==> src/rtl/lfsa_pkg.sv <==
// Shared constants and types for the lowest-free-slot interval allocator.
package lfsa_pkg;

  localparam int MAX_SLOTS_DEF = 64;
  localparam int TIME_BITS_DEF = 32;

  localparam int CFG_W      = 7;
  localparam int SLOT_IDX_W = 6;

  localparam logic [CFG_W-1:0] SLOTS_IN_USE_RST = 7'd64;

  // Per-cell outcome for the request currently sitting at the cell's input.
  typedef struct packed {
    logic grant;
    logic refuse;
  } cell_stat_t;

endpackage

==> src/rtl/lfsa_cell.sv <==
// One slot cell: holds its busy-until time and used flag, passes the request on when enabled but busy.
module lfsa_cell #(
  parameter int TIME_BITS = lfsa_pkg::TIME_BITS_DEF
) (
  input  logic                  clk,
  input  logic                  rst_n,
  input  logic                  clr,
  input  logic                  en,
  input  logic                  up_act,
  input  logic [TIME_BITS-1:0]  up_start,
  input  logic [TIME_BITS-1:0]  up_stop,
  output logic                  dn_act,
  output logic [TIME_BITS-1:0]  dn_start,
  output logic [TIME_BITS-1:0]  dn_stop,
  output lfsa_pkg::cell_stat_t  stat
);
  import lfsa_pkg::*;

  logic                 used_r;
  logic [TIME_BITS-1:0] busy_until_r;
  logic                 act_r;
  logic                 act_nxt;
  logic [TIME_BITS-1:0] start_r;
  logic [TIME_BITS-1:0] stop_r;
  logic                 slot_free;

  always_comb begin
    slot_free   = !used_r || (busy_until_r <= up_start);
    stat.grant  = up_act && en && slot_free;
    stat.refuse = up_act && !en;
    // advance to the next cell only when this slot is enabled but busy
    act_nxt     = up_act && en && !slot_free;
  end

  always_ff @(posedge clk) begin
    if (!rst_n) begin
      used_r <= 1'b0;
      act_r  <= 1'b0;
    end else begin
      act_r <= act_nxt;
      if (clr) begin
        used_r <= 1'b0;
      end else if (stat.grant) begin
        used_r <= 1'b1;
      end
    end
  end

  always_ff @(posedge clk) begin
    if (stat.grant) begin
      busy_until_r <= up_stop;
    end
    start_r <= up_start;
    stop_r  <= up_stop;
  end

  assign dn_act   = act_r;
  assign dn_start = start_r;
  assign dn_stop  = stop_r;

endmodule

==> config.mk <==
export PLATFORM = sky130hd
export DESIGN_NAME = lfsa_cell
export DESIGN_NICKNAME = d
export VERILOG_FILES = /design/src/rtl/lfsa_pkg.sv /design/src/rtl/lfsa_cell.sv
export SDC_FILE = /design/constraint.sdc
export NUM_CORES = 1
export LEC_CHECK = 0
export BUFFER_PORTS_ARGS = -buffer_cell sky130_fd_sc_hd__buf_2
export CAP_MARGIN = 20
export CORE_MARGIN = 5
export CORE_UTILIZATION = 39
export CTS_BUF_LIST = sky130_fd_sc_hd__clkbuf_16
export DETAILED_ROUTE_END_ITERATION = 10
export PLACE_DENSITY_LB_ADDON = 0.15
export SYNTH_ARGS = -nofsm -noshare
export SYNTH_HDL_FRONTEND = slang
export SYNTH_SLANG_ARGS = --single-unit
==> constraint.sdc <==
create_clock -name clk -period 4 [get_ports clk]
set_clock_uncertainty 0.1 [all_clocks]
set_input_delay 0.4 -clock clk [delete_from_list [all_inputs] [get_ports clk]]
set_output_delay 0.4 -clock clk [all_outputs]
set_load 0.02 [all_outputs]
# == Word-level counts from Yosys, hierarchy flattened ==
# Cells that the tools add are included.
# totals
ff_bits,98
inputBits,69
out_inout_bits,67
word_cells,16
# op_classes
magnitude_cmp,1
n_bitwise,1
n_reduce_logical,9
# op_table
operator,n
$le A32 B32 Y1,1
$logic_and A1 B1 Y1,4
$logic_not A1 Y1,3
$reduce_or A2 Y1,1
$logic_or A1 B1 Y1,1
$not A1 Y1,1

# == Longest topological paths before layout ==
# logic_depth
ltp_word,4
ltp_mapped,8
ltp_nobuf,8

# == Worst setup path before layout ==
# No wires, ideal clock.
# synth_path
path_kind,input to output
from,in up_start[17]
to,out stat[1] (netlist bit)
t_arrival_ps,2741
required_ps,3500
setup_slack_ps,759
cell_stages,8
cell_sequence,inv_1 > ha_1 > a21o_1 > a221o_1 > a221o_1 > o221ai_2 > o31a_1 > and3_1
# synth_rtl
item,line,text
start: declaration,lfsa_cell.sv:10,"input logic [TIME_BITS-1:0] up_start,"
end: declaration,lfsa_cell.sv:15,output lfsa_pkg::cell_stat_t stat

==> run_results.csv <==
group,metric,value,unit
power_and_ir_drop,p_leak,2.08,nW
floorplan,pin_count,136,
place,gp_congestion,0.660,
sta,finalSetupViolations,0,
yosys,yosysWarnings,0,
grt,grt-ovfl-total,0,
yosys,syn_inst,215,
setup_path,crit_path_start_kind,"register",
finish,n_antenna_cell,0,
sta,worst_slack,736,ps
sta,clock.fmax,306,MHz
clock_tree,root_buffer,"clkbuf_16",
clock_tree,numCtsBuffers,9,
yosys,yosysSeqAreaShare,72.4,%
grt,antenna_found_initial,0,
yosys,ys_types,27,
yosys,synth-compound-area-share,6.07,%
clock_tree,clkTransAtPathRegs,70,ps
yosys,ys_ff_latch,98,
finish,nets,463,
clock_tree,cts_setup_buffers,0,
place,dp_slack,730,ps
finish,areaGrowthSynthToFinish,35.5,%
setup_path,r2r_end,"busy_until_r[18]",
place,port_buffers,135,
setup_path,criticalPathCategory,"register to output port",
routing,routedWlPerCell,13.2,um
routing,vias,2073,
setup_path,worst_setup_path_end_kind,"output port",
sta,slew_headroom,65.1,%
yosys,synth_area,3150,um2
routing,dr.pass1.iters,4,
setup_path,crit_required,3500,ps
setup_path,worstPathArrival,2760,ps
hold_path,worstHoldEndpoint,"dn_stop[28]",
routing,drc_errors,0,
floorplan,rows,32,
setup_path,regToRegSetupSlack,990,ps
grt,track_usage,12.9,%
clock_tree,cts_max_path_buffers,2,
grt,gr-usage-met1,15.6,%
clock_tree,ctsResizeCount,0,
routing,postRouteAntennaNets,0,
flow_run,max-cap-violations,0,
grt,grt_pass1_vias,2158,
power_and_ir_drop,max-vdd-ir-drop,0.204,mV
finish,drive_gt1_share,42.2,%
grt,top_usage_layer,"met2",
hold_path,min_from,"up_stop[28]",
sta,post-route-min-period,3260,ps
run_status,status,"finished, final reports clean",
clock_tree,htreeDepth,3,
yosys,syn_nets,316,
sta,tightest_slew,510,ps
sta,post-route-period-util,81.6,%
hold_path,min_path_cells,1,
floorplan,dieArea,9980,um2
clock_tree,holdBufCountCts,0,
floorplan,core_area,7810,um2
routing,first_iter_violations,31,
yosys,synthAdderAreaFrac,12.7,%
floorplan,start_util,40.4,%
power_and_ir_drop,p_per_area,501,nW/um2
sta,finalHoldViolations,0,
clock_tree,clock-sinks,98,
yosys,synthMuxAreaShare,0,%
yosys,synth_xor_area_share,0,%
setup_path,r2r_cells,8,
grt,use_met2,20.7,%
floorplan,die_w,99.9,um
routing,via_per_inst,4.42,
grt,grt_pass1_wl,9960,um
finish,mostFrequentLayoutCells,"buf_2, dfxtp_1, inv_1, ha_1, edfxtp_1",
setup_path,critPathMaxFanout,11,
yosys,synth_top_family_by_area,"adder cells",
sta,slew_violations,0,
yosys,avgSynthCellArea,14.7,um2
finish,final_common_cell,"buf_2",
place,hpwl,5070,um
grt,grt_use_met3,4.45,%
grt,grt_start_max_net_pins,24,
floorplan,die_h,99.9,um
clock_tree,clk_latency,330,ps
routing,routed_wl,6210,um
hold_path,worstHoldPathType,"input pin to register",
yosys,synth_simple_gate_area_share,4.92,%
place,dp.cells,453,
setup_path,startpoint,"busy_until_r[7]",
sta,fin_setup_tns,0,ps
sta,grt_setup_unrepaired,"no",
setup_path,r2r-start,"busy_until_r[7]",
finish,fillers,689,
clock_tree,cts_tree,"yes",
finish,final_cells,469,
-- kinds of logic after synthesis --
logic type | count (synthesis)
flops | 98
buf+inv | 33
simple gates | 24
fa+ha+maj | 32
compound gates | 28
-- routing by layer --
layer  up-vias  part of all wire, %
met5         -                    0
met4         0                  1.5
met3         6                  9.3
met2        82                   47
met1       940                   42
li1       1045                    -
-- cells in the mapped netlist --
cell       count  share of area, %
a21oi_1       13               2.1
a21boi_0       1              0.24
nor2_1         2              0.24
a221o_1        2              0.63
o31a_1         1              0.28
a21o_1         2              0.48
inv_1         33               3.9
o21ai_0        2              0.32
o211ai_1       1              0.24
nor2b_1        2              0.40
o221ai_2       1              0.48
o41ai_1        1              0.28
nand2_1        5              0.60
o21a_1         1              0.24
a2111oi_0      2              0.56
nor3b_1        1              0.24
nand4_2        1              0.40
edfxtp_1      32                30
nor4_4         1              0.67
dfxtp_1       66                42
o221ai_1       1              0.28
nand4_1        6               1.2
nand3_1        3              0.48
ha_1          32                13
and2_4         1              0.28
and3_1         1              0.20
or4_1          1              0.24
-- critical path: stages (launching register included) --
cell and delay (ps):
edfxtp_1 360, ha_1 320, a21oi_1 170, o21a_1 140, o221ai_1 100, a2111oi_0 540
o31a_1 240, and3_2 350, buf_2 220
-- area by class of cell --
| class | count | area (um2) | share of cell area, % |
|---|---|---|---|
| flip-flops and latches | 98 | 2280 | 53.4 |
| multi-input cells | 84 | 748 | 17.5 |
| repair buffers | 136 | 683 | 16.0 |
| clock buffers | 10 | 250 | 5.86 |
| well taps | 102 | 128 | 2.99 |
| inverters | 33 | 124 | 2.90 |
| clock inverters | 6 | 56.3 | 1.32 |
-- power breakdown --
group	switching [mW]	internal (mW)	leakage, nW
Sequential	0.0113	1.08	0.856
Clock	0.334	0.516	0.156
Combinational	0.120	0.0787	1.07
Total	0.465	1.67	2.08
-- flip-flops by register name, indices dropped and copies added, names as in the netlist --
register	count
dn_stop	32
busy_until_r	32
dn_start	32
used_r	1
dn_act	1
-- worst max-delay path by stage --
stage                        to  cells after the start
6_report                stat[1]                      8
5_1_grt                 stat[1]                      8
4_1_cts                 stat[1]                      8
3_5_place_dp   busy_until_r[20]                     10
3_3_place_gp   busy_until_r[23]                     10
2_1_floorplan           stat[1]                      8
-- metrics by stage --
stage	instance area, um2	hold WS [ps]	power, mW	util, %
2_1_floorplan	3150	328	1.22	-
3_3_place_gp	3970	416	1.31	50.8
3_5_place_dp	3970	419	1.32	50.8
4_1_cts	4270	68.4	2.17	54.7
5_1_grt	4270	66.5	2.24	54.7
6_report	4270	81.6	2.14	54.7
No activity file was read; power rests on OpenSTA's default activity.
